### src/rtl/microwire_serial_eeprom_unit_assert.svh
// Assertion macros for the serial EEPROM unit
`ifndef MICROWIRE_SERIAL_EEPROM_UNIT_ASSERT_SVH
`define MICROWIRE_SERIAL_EEPROM_UNIT_ASSERT_SVH

`ifndef NO_ASSERTIONS

// same-cycle implication
`define MWE_ASSERT_IMP(lbl, clk, rst_n, ante, cons) \
	lbl: assert property (@(posedge clk) disable iff (!(rst_n)) (ante) |-> (cons)) \
		else $error("assertion failed: same-cycle implication");

// next-cycle implication
`define MWE_ASSERT_NXT(lbl, clk, rst_n, ante, cons) \
	lbl: assert property (@(posedge clk) disable iff (!(rst_n)) (ante) |=> (cons)) \
		else $error("assertion failed: next-cycle implication");

`else

`define MWE_ASSERT_IMP(lbl, clk, rst_n, ante, cons)
`define MWE_ASSERT_NXT(lbl, clk, rst_n, ante, cons)

`endif

`endif

### src/rtl/mwe_pkg.sv
package mwe_pkg;

	localparam int ADDRESS_BITS_DEF = 8;
	localparam int WORD_BITS_DEF    = 16;

	// busy counter holds write_busy_ticks or the WRAL word count
	localparam int BUSY_W  = 17;
	localparam int TICKS_W = 16;
	localparam int APB_DW  = 32;
	localparam int APB_AW  = 3;

	// register index, taken from paddr[2]
	localparam logic REG_WRITE_BUSY_TICKS = 1'b0;

	localparam logic [1:0] OP_EXT   = 2'b00;
	localparam logic [1:0] OP_WRITE = 2'b01;
	localparam logic [1:0] OP_READ  = 2'b10;

	// sub-codes of OP_EXT: top two address bits
	localparam logic [1:0] SUB_EWDS = 2'b00;
	localparam logic [1:0] SUB_WRAL = 2'b01;
	localparam logic [1:0] SUB_EWEN = 2'b11;

	typedef enum logic [2:0] {
		PH_IDLE,
		PH_CMD,
		PH_DATA,
		PH_READ,
		PH_DONE
	} phase_t;

endpackage

### src/rtl/mwe_ram.sv
module mwe_ram #(
	parameter int WIDTH = 16,
	parameter int DEPTH = 256
) (
	input  logic                     clk,
	input  logic                     we,
	input  logic [$clog2(DEPTH)-1:0] waddr,
	input  logic [WIDTH-1:0]         wdata,
	input  logic                     re,
	input  logic [$clog2(DEPTH)-1:0] raddr,
	output logic [WIDTH-1:0]         rdata
);

	logic [WIDTH-1:0] mem [DEPTH];

	// read data holds until the next read
	always_ff @(posedge clk) begin
		if (we) begin
			mem[waddr] <= wdata;
		end
		if (re) begin
			rdata <= mem[raddr];
		end
	end

endmodule

### src/rtl/microwire_serial_eeprom_unit.sv
// Device side of a three-wire serial EEPROM (93C66 style, x16). Each start
// transfer is one rising edge of the serial clock carrying chip_select and
// data_in; the block takes one per clock cycle, every cycle, and busy stays
// low. The result for a transfer (data_out, busy_res) appears on the cycle
// after start, marked by done, for that one cycle only; the receiver cannot
// stall it. The words live in one 2^ADDRESS_BITS x WORD_BITS RAM with a
// registered read: a READ issues the RAM read on the tick that completes the
// address, and the next tick shifts from the RAM output. WRAL programs one
// word per tick until all 2^ADDRESS_BITS words are written, reported on busy_res.
`include "microwire_serial_eeprom_unit_assert.svh"

module microwire_serial_eeprom_unit #(
	parameter int ADDRESS_BITS = mwe_pkg::ADDRESS_BITS_DEF,
	parameter int WORD_BITS    = mwe_pkg::WORD_BITS_DEF
) (
	input  logic                      clk,
	input  logic                      arst_n,
	input  logic                      start,
	output logic                      busy,
	input  logic                      chip_select,
	input  logic                      data_in,
	output logic                      done,
	output logic                      data_out,
	output logic                      busy_res,
	input  logic                      psel,
	input  logic                      penable,
	input  logic                      pwrite,
	input  logic [mwe_pkg::APB_AW-1:0] paddr,
	input  logic [mwe_pkg::APB_DW-1:0] pwdata,
	output logic [mwe_pkg::APB_DW-1:0] prdata,
	output logic                      pready
);

	localparam int WORDS    = 1 << ADDRESS_BITS;
	localparam int CMD_BITS = ADDRESS_BITS + 2;
	localparam int MAX_BITS = (CMD_BITS > WORD_BITS) ? CMD_BITS : WORD_BITS;
	localparam int CNT_W    = $clog2(MAX_BITS + 1);
	localparam int BW       = mwe_pkg::BUSY_W;

	mwe_pkg::phase_t phase_q, phase_d;

	logic                    wen_q, wen_d;
	logic [WORD_BITS-1:0]    shift_q, shift_d, sw_cur;
	logic [CMD_BITS-1:0]     oa_q, oa_d, oa_n;
	logic [CNT_W-1:0]        cnt_q, cnt_d, cnt_inc;
	logic [BW-1:0]           bcnt_q, bcnt_d, bc, neg_bc;
	logic                    load_q, load_d;
	logic [mwe_pkg::TICKS_W-1:0] ticks_q;
	logic                    done_q, dout_q, bres_q;
	logic                    dout;
	logic                    acc, cfg_wr;
	logic [WORD_BITS-1:0]    sh_n;
	logic [1:0]              op_n, sub_n;

	logic                    ram_we, ram_re;
	logic [ADDRESS_BITS-1:0] ram_waddr, ram_raddr;
	logic [WORD_BITS-1:0]    ram_wdata, ram_rdata;

	assign busy   = 1'b0;
	assign acc    = start & ~busy;
	assign pready = 1'b1;
	assign cfg_wr = psel & penable & pwrite & pready;
	assign prdata = (paddr[2] == mwe_pkg::REG_WRITE_BUSY_TICKS) ?
		mwe_pkg::APB_DW'(ticks_q) : '0;

	assign done     = done_q;
	assign data_out = dout_q;
	assign busy_res = bres_q;

	mwe_ram #(
		.WIDTH(WORD_BITS),
		.DEPTH(WORDS)
	) u_store (
		.clk  (clk),
		.we   (ram_we),
		.waddr(ram_waddr),
		.wdata(ram_wdata),
		.re   (ram_re),
		.raddr(ram_raddr),
		.rdata(ram_rdata)
	);

	// a READ's word sits in the RAM output until the next transfer takes it
	assign sw_cur = load_q ? ram_rdata : shift_q;
	assign neg_bc = BW'(0) - bcnt_q;
	assign oa_n   = {oa_q[CMD_BITS-2:0], data_in};
	assign op_n   = oa_n[CMD_BITS-1 -: 2];
	assign sub_n  = oa_n[ADDRESS_BITS-1 -: 2];
	assign sh_n   = {sw_cur[WORD_BITS-2:0], data_in};

	always_comb begin
		phase_d   = phase_q;
		wen_d     = wen_q;
		shift_d   = sw_cur;
		oa_d      = oa_q;
		cnt_d     = cnt_q;
		cnt_inc   = cnt_q + CNT_W'(1);
		load_d    = 1'b0;
		dout      = 1'b0;
		ram_we    = 1'b0;
		ram_waddr = neg_bc[ADDRESS_BITS-1:0];
		ram_wdata = sw_cur;
		ram_re    = 1'b0;
		ram_raddr = oa_n[ADDRESS_BITS-1:0];
		bc        = bcnt_q;

		// programming advances before the serial bit is handled
		if (bcnt_q != '0) begin
			if (oa_q[CMD_BITS-1 -: 2] == mwe_pkg::OP_EXT &&
			    oa_q[ADDRESS_BITS-1 -: 2] == mwe_pkg::SUB_WRAL) begin
				ram_we = acc;
			end
			bc = bcnt_q - BW'(1);
		end
		bcnt_d = bc;

		if (!chip_select) begin
			phase_d = mwe_pkg::PH_IDLE;
		end else begin
			unique case (phase_q)
				mwe_pkg::PH_IDLE: begin
					if (data_in && bc == '0) begin
						phase_d = mwe_pkg::PH_CMD;
						oa_d    = '0;
						cnt_d   = '0;
					end else begin
						dout = (bc == '0);
					end
				end
				mwe_pkg::PH_CMD: begin
					oa_d  = oa_n;
					cnt_d = cnt_inc;
					if (cnt_inc >= CNT_W'(CMD_BITS)) begin
						cnt_d = '0;
						if (op_n == mwe_pkg::OP_READ) begin
							ram_re  = acc;
							load_d  = 1'b1;
							phase_d = mwe_pkg::PH_READ;
						end else if (op_n == mwe_pkg::OP_WRITE ||
						             (op_n == mwe_pkg::OP_EXT &&
						              sub_n == mwe_pkg::SUB_WRAL)) begin
							shift_d = '0;
							phase_d = mwe_pkg::PH_DATA;
						end else begin
							if (op_n == mwe_pkg::OP_EXT && sub_n == mwe_pkg::SUB_EWEN) begin
								wen_d = 1'b1;
							end else if (op_n == mwe_pkg::OP_EXT &&
							             sub_n == mwe_pkg::SUB_EWDS) begin
								wen_d = 1'b0;
							end
							phase_d = mwe_pkg::PH_DONE;
						end
					end
				end
				mwe_pkg::PH_DATA: begin
					shift_d = sh_n;
					cnt_d   = cnt_inc;
					if (cnt_inc >= CNT_W'(WORD_BITS)) begin
						cnt_d   = '0;
						phase_d = mwe_pkg::PH_DONE;
						if (wen_q) begin
							if (oa_q[CMD_BITS-1 -: 2] == mwe_pkg::OP_WRITE) begin
								ram_we    = acc;
								ram_waddr = oa_q[ADDRESS_BITS-1:0];
								ram_wdata = sh_n;
								bcnt_d    = BW'(ticks_q);
							end else begin
								bcnt_d = BW'(WORDS);
							end
						end
					end
				end
				mwe_pkg::PH_READ: begin
					dout    = sw_cur[WORD_BITS-1];
					shift_d = {sw_cur[WORD_BITS-2:0], 1'b0};
					cnt_d   = cnt_inc;
					if (cnt_inc >= CNT_W'(WORD_BITS)) begin
						cnt_d   = '0;
						phase_d = mwe_pkg::PH_DONE;
					end
				end
				mwe_pkg::PH_DONE: begin
					dout = (bc == '0);
				end
				default: begin
					phase_d = mwe_pkg::PH_DONE;
					dout    = (bc == '0);
				end
			endcase
		end
	end

	always_ff @(posedge clk or negedge arst_n) begin
		if (!arst_n) begin
			phase_q <= mwe_pkg::PH_IDLE;
			wen_q   <= 1'b0;
			shift_q <= '0;
			oa_q    <= '0;
			cnt_q   <= '0;
			bcnt_q  <= '0;
			load_q  <= 1'b0;
			done_q  <= 1'b0;
			dout_q  <= 1'b0;
			bres_q  <= 1'b0;
		end else begin
			done_q <= acc;
			if (acc) begin
				phase_q <= phase_d;
				wen_q   <= wen_d;
				shift_q <= shift_d;
				oa_q    <= oa_d;
				cnt_q   <= cnt_d;
				bcnt_q  <= bcnt_d;
				load_q  <= load_d;
				dout_q  <= dout;
				bres_q  <= (bcnt_d != '0);
			end
		end
	end

	always_ff @(posedge clk or negedge arst_n) begin
		if (!arst_n) begin
			ticks_q <= '0;
		end else if (cfg_wr && paddr[2] == mwe_pkg::REG_WRITE_BUSY_TICKS) begin
			ticks_q <= pwdata[mwe_pkg::TICKS_W-1:0];
		end
	end

	`MWE_ASSERT_NXT(a_done_follows, clk, arst_n, acc, done)
	`MWE_ASSERT_NXT(a_no_stray_done, clk, arst_n, !acc, !done)
	`MWE_ASSERT_IMP(a_quiet_when_busy, clk, arst_n, done && busy_res, !data_out)

endmodule
### config.mk
export PLATFORM = sky130hd
export DESIGN_NAME = microwire_serial_eeprom_unit
export DESIGN_NICKNAME = d
export VERILOG_FILES = /design/src/rtl/mwe_pkg.sv /design/src/rtl/mwe_ram.sv /design/src/rtl/microwire_serial_eeprom_unit.sv
export VERILOG_INCLUDE_DIRS = /design/src /design/src/rtl
export SDC_FILE = /design/constraint.sdc
export NUM_CORES = 2
export LEC_CHECK = 0
export BUFFER_PORTS_ARGS = -buffer_cell sky130_fd_sc_hd__buf_2
export CAP_MARGIN = 0
export CORE_AREA = 2 2 640 642
export DETAILED_ROUTE_END_ITERATION = 8
export DIE_AREA = 0 0 642 644
export SYNTH_ARGS = -nofsm -noshare
export SYNTH_HDL_FRONTEND = slang
export SYNTH_SLANG_ARGS = --single-unit
### constraint.sdc
create_clock -name clk -period 10.5 [get_ports clk]
set_clock_uncertainty 0.05 [all_clocks]
set_input_delay 1.575 -clock clk [delete_from_list [all_inputs] [get_ports clk]]
set_output_delay 1.575 -clock clk [all_outputs]
set_load 0.01 [all_outputs]
# Word-level counts from Yosys, hierarchy flattened
# Memories as Yosys holds them, arrays and structs flattened. A register that Yosys moved wholly into a read port is not among the register bits.
# Cells that the tools add are included.
# totals
wordCells	118
input_bits	43
ram_bits	4096
memories	1
regBits	72
# mem_list
name	words	width	rd	rd_clocked_by_memory_dff	write_ports	line_no	rtl
u_store.mem	256	16	1	1	1	mwe_ram.sv:14	logic [WIDTH-1:0] mem [DEPTH];
# op_classes
mux	58
n_bitwise	5
n_addsub	3
eq_ne	15
magnitude_cmp	2
reduce_logical	23
# ops
operator	n
2-to-1 mux 16 bit	12
2-to-1 mux 17 bit	5
one-hot mux 16 bit (3 select lines)	1
2-to-1 mux 8 bit	5
nonzero test 17 bit	2
2-to-1 mux 1 bit	21
one-hot mux 10 bit (2 select lines)	1
2-to-1 mux 3 bit	6
zero test 17 bit	1
subtractor 17 x 1 -> 17 bit (second input constant)	1
2-to-1 mux 5 bit	3
one-hot mux 5 bit (3 select lines)	1
one-hot mux 3 bit (4 select lines)	1
2-to-1 mux 10 bit	1
equality test 2 x 1 -> 1 bit (second input constant)	4
AND reduction 4 bit	2
subtractor 1 x 8 -> 8 bit (first input constant)	1
AND reduction 7 bit	1
equality test 3 x 2 -> 1 bit (second input constant)	2
logical AND 1 bit	6
zero test 2 bit	3
inequality test 3 bit (second input constant)	2
adder 5 x 1 -> 5 bit (second input constant)	1
>= comparator 5 x 4 -> 1 bit (second input constant)	1
15 further kinds	22

# Longest topological paths before layout
# depth
depth_word	11
depth_mapped	13
mapped_depth_nobuf	9

# By module
# A second synthesis with hierarchy kept.
# unflattened
cells_unflattened	7844
area_unflattened_um2	163495.6
# modules_own_cells
mod	cells_per_inst	instances	area_per_inst_um2	seq_area_each_um2
mwe_ram	7360	1	158874.9	123478.4
microwire_serial_eeprom_unit	484	1	4620.7	1801.7

# Worst setup path after synthesis
# OpenSTA, ideal clock, no wires.
# synth_timing
path_kind	input -> register
startpoint	input chip_select
endpoint	memory u_store.mem[0][5] (data pin)
t_required_ns	8.821
t_arrival_ns	10.459
setup_ns	1.629
stages	8
n_path_buf	4
slack_ns	-1.637
path_cell_list	nor4bb_1 -> and3_1 -> and2_1 -> buf_2 -> buf_2 -> buf_1 -> buf_2 -> mux2i_1
# synth_via
elab_chain_len	1
# synth_lines
element	line_no	rtl
start, declared	microwire_serial_eeprom_unit.sv:20	input logic chip_select,
2-to-1 mux 16 bit	microwire_serial_eeprom_unit.sv:117	if (!chip_select) begin
named net ram_wdata[5]	microwire_serial_eeprom_unit.sv:57	logic [WORD_BITS-1:0] ram_wdata, ram_rdata;
end, declared	mwe_ram.sv:14	
# The timed path passes the listed nets, and every way through them passes these cells.

# Final worst setup path
# layout_timing
startpoint	register bcnt_q[0]
endpoint	memory u_store.mem[135][9], enable pin
# layout_via
elab_chain_len	9
elab_cells_between_ends	15
classes_between	add/sub (1); mux (13); reduce/logical (1)
# layout_lines
element	line_no	rtl
start, declared	microwire_serial_eeprom_unit.sv:46	logic [BW-1:0] bcnt_q, bcnt_d, bc, neg_bc;
start signal, assigned	microwire_serial_eeprom_unit.sv:213	bcnt_q <= bcnt_d;
nonzero test 17 bit	microwire_serial_eeprom_unit.sv:108	if (bcnt_q != '0) begin
2-to-1 mux 1 bit	microwire_serial_eeprom_unit.sv:108	
2-to-1 mux 1 bit	microwire_serial_eeprom_unit.sv:162	if (oa_q[CMD_BITS-1 -: 2] == mwe_pkg::OP_WRITE) begin
2-to-1 mux 1 bit	microwire_serial_eeprom_unit.sv:161	if (wen_q) begin
2-to-1 mux 1 bit	microwire_serial_eeprom_unit.sv:158	if (cnt_inc >= CNT_W'(WORD_BITS)) begin
2-to-1 mux 1 bit	microwire_serial_eeprom_unit.sv:120	unique case (phase_q)
2-to-1 mux 1 bit	microwire_serial_eeprom_unit.sv:117	
2-to-1 mux 1 bit	mwe_ram.sv:18	if (we) begin
2-to-1 mux 1 bit (not written as such)	mwe_ram.sv:19	mem[waddr] <= wdata;
# Parallel ways exist; a longest one is shown, timed or not.

==> flow_metrics.py <==
metrics = {
    "clocking": {
        "cts-resized-gates": 0,
        "cts_buffers": 409,
        "cts_setup_buffers": 0,
        "clk_path_buf_depth": 4,
        "clock_input_transition_at_the_sequential_cells_of_the_worst_setup_and_hold_paths_ns": 0.06,
        "clock_tree_from_tritoncts": "built",
        "cts.htree.levels": 5,
        "hold_buffers": 0,
        "clk_latency_ns": 0.97,
        "cts.root.buffer_cell": "clkbuf_16",
        "clock-sinks": 4184,
    },
    "worst_setup_path": {
        "critPathArrivalTime_ns": 6.23,
        "worstPathRequired_ns": 11.03,
        "r2r.worst_path.cells": 8,
        "path_class": "reg2reg",
        "critical_path.endpoint_type": "flop",
        "crit_path_start_kind": "flop",
        "critPathMaxFanout": 16,
    },
    "detailed_routing": {
        "detail_route.vias_per_cell": 5.828,
        "first_iter_violations": 10491,
        "drc_errors": 0,
        "dr.pass1.iters": 7,
        "wl_per_cell_um": 31.69,
        "detail_route.wirelength_um": 426300,
        "post_detailed_route_count_of_antenna_violating_nets": 0,
        "routed-via-count": 78416,
    },
    "die": {
        "ios": 80,
        "row_count": 235,
        "die_width_um": 642,
        "fp.dieArea_um2": 413400,
        "die_h_um": 644,
        "floorplan.initialDensity_pct": 39.73,
        "core_region_area_um2": 407500,
    },
    "yosys": {
        "synth-async-reset-ratio_pct": 1.721,
        "yosysSeqAreaShare_pct": 77.38,
        "synth.ff_latch_count": 4184,
        "synth_top_area_share_pct": 76.27,
        "synthCells": 7234,
        "ys_types": 78,
        "synth_edf_count": 4112,
        "yosys-top-cells-area": "edfxtp_1 76%, mux4_2 15%, mux2i_1 2.0%, dfrtp_1 1.1%, nor2_1 0.74%",
        "postSynthAreaPerCell_um2": 22.38,
        "synth-main-ff-cell": "edfxtp_1",
        "synthDominantAreaCellType": "edfxtp_1",
        "yosysWarningCount": 0,
        "synthesis.area_um2": 161900,
    },
    "status": {
        "outcome": "finished clean",
    },
    "grt": {
        "grt_max_degree": 201,
        "grt_overflow_total": 0,
        "aggregate_global_route_resource_usage_pct": 20.18,
        "first_global_vias": 78022,
        "grt_first_pass_wirelength_um": 597200,
        "number_of_antenna_violations_at_the_first_check_in_global_routing": 15,
    },
    "power_and_ir_drop": {
        "design_power_total_mw": 34.86,
        "power_density_nw_per_um2": 189.7,
        "p_leak_nw": 57.31,
        "vdd_drop_max_uv": 144.6,
    },
    "sta": {
        "hold_viol": 0,
        "holdWs_ns": 0.4811,
        "setup_violation_total_in_the_final_timing_report": 0,
        "slew_violations": 0,
        "final.min_clock_period_ns": 5.704,
        "setup_repair_after_global_routing_missed_its_margin": "no",
        "layout_worst_path_cycle_share_pct": 54.32,
        "timing.slew.headroom_pct": 8.395,
        "final_critical_path_setup_slack_ns": 4.796,
        "worst_slew_pin_slew_ns": 1.374,
        "achievable_frequency_ghz": 0.1753,
    },
    "place": {
        "global_placement_routability_congestion": 0.8862,
        "detailed_place.area_um2": 170600,
        "detailed_place_hpwl_um": 247400,
        "pre_cts_slack_ns": 3.969,
        "port_buffers": 43,
    },
    "cells_and_area": {
        "postLayoutCoreUtil_pct": 45.09,
        "final_area_um2": 183800,
        "syn_to_final_growth_pct": 13.51,
        "final_nets": 7700,
        "proportion_of_layout_cells_with_a_drive_suffix_above_1_pct": 27.97,
    },
    "hold_path": {
        "min_path_cells": 2,
        "worst_hold_path_type": "reg2reg",
    },
    "job": {
        "maxCapViolCount": 0,
    },
}
## state kept, by name, indices dropped and copies added, names as in the netlist
register       flops
bcnt_q            17
ticks_q           16
u_store.rdata     16
cnt_q              5
oa_q              10
load_q             1
busy_res           1
wen_q              1
phase_q            3
done               1
data_out           1
shift_q           16
u_store.mem     4096
## per-layer routing
| metal | wire (um) | up-vias | track usage (%) |
|---|---|---|---|
| met1 | 172200 | 42440 | 28.25 |
| met3 | 38150 | 644 | 3.949 |
| met4 | 16020 | 10 | 7.138 |
| li1 | - | 31564 | - |
| met5 | 70 | - | 0 |
| met2 | 199800 | 3758 | 31.67 |
## cell usage after synthesis, types with 47 or more instances
library cell	count
mux4_2	1070
a22o_1	54
a22oi_1	100
mux2i_1	322
edfxtp_1	4112
buf_4	49
buf_2	130
dfrtp_1	72
nor2_1	320
a21oi_1	80
buf_1	47
clkbuf_1	208
nand2_1	101
## path summary, 6_finish.rpt
| kind | start | endpoint | slack (ns) |
|---|---|---|---|
| max | bcnt_q[0]$_DFFE_PN0P_ | u_store.mem[135][9]$_DFFE_PP_ | 4.80 |
| min | data_out$_DFFE_PN0P_ | data_out$_DFFE_PN0P_ | 0.48 |
| max reg2reg | bcnt_q[0]$_DFFE_PN0P_ | u_store.mem[135][9]$_DFFE_PP_ | 4.80 |
| min reg2reg | data_out$_DFFE_PN0P_ | data_out$_DFFE_PN0P_ | 0.48 |
| max in group asynchronous | arst_n | oa_q[1]$_DFFE_PN0P_ | 8.91 |
| min in group asynchronous | arst_n | ticks_q[5]$_DFFE_PN0P_ | 0.72 |
## cells by family after synthesis
logic type                 after synthesis  synth area share [%]
and+or+nand+nor                        628                 1.782
buffers and inverters                  454                 1.277
muxes                                 1423                 17.09
AOI/OAI and AO/OA                      527                 2.367
DFF                                   4184                 77.38
other                                    2              0.004639
xor gates and xnor gates                13               0.07033
adders and majority gates                3               0.02319
## critical path, stage by stage, from the launching register on
cell and delay (ns):
dfrtp_1 0.57, inv_1 0.38, ha_1 0.42, or3b_1 0.53
nor3_1 0.22, xnor2_1 0.21, mux2i_1 0.68, nand3_1 0.89
nor2_2 1.31
## per-stage QoR
step / setup TNS [ns] / cells
4_1_cts: 0 / 13439
6_report: 0 / 13454
3_3_place_gp: 0 / 12692
2_1_floorplan: -3862.88 / 7250
3_5_place_dp: 0 / 12692
5_1_grt: 0 / 13446
## layout by cell type (no fill, tap or decap), drive strengths merged, types with 9 or more instances in the layout
cell type	count
nor4	19
nor3	17
a41oi	11
o21ai	44
o221ai	21
and2	10
mux2	31
a221oi	46
a221o	9
mux2i	322
a31oi	16
a22oi	100
nor2b	41
clkbuf	487
or3	11
nor2	321
nand3	44
nand4	12
or2	10
clkinvlp	11
a22o	55
buf	430
nand2b	16
conb	18
a211o	25
clkinv	196
a211oi	38
inv	30
mux4	1070
a21oi	80
and3	9
dfrtp	72
nand2	101
o22ai	46
edfxtp	4112
diode	13
bufinv	40
## where the power goes
group	leakage [nW]	internal [mW]	switching, mW	total [mW]
clock	6.44	8.22	6.27	14.5
combinational	11.2	0.483	1.29	1.77
sequential	39.6	18.5	0.0795	18.6
total	57.3	27.2	7.64	34.9
## final cells by class
cell class / count / area (um^2)
Antenna cell: 13 / 32.53
Clock buffer: 487 / 10630
Clock inverter: 260 / 2499
Fill cell: 33834 / 223800
Inverter: 17 / 63.81
Multi-Input combinational cell: 2612 / 35040
Sequential cell: 4184 / 125300
Tap cell: 5451 / 6820
Timing Repair Buffer: 430 / 3388
No activity file was read; power rests on OpenSTA's default activity.
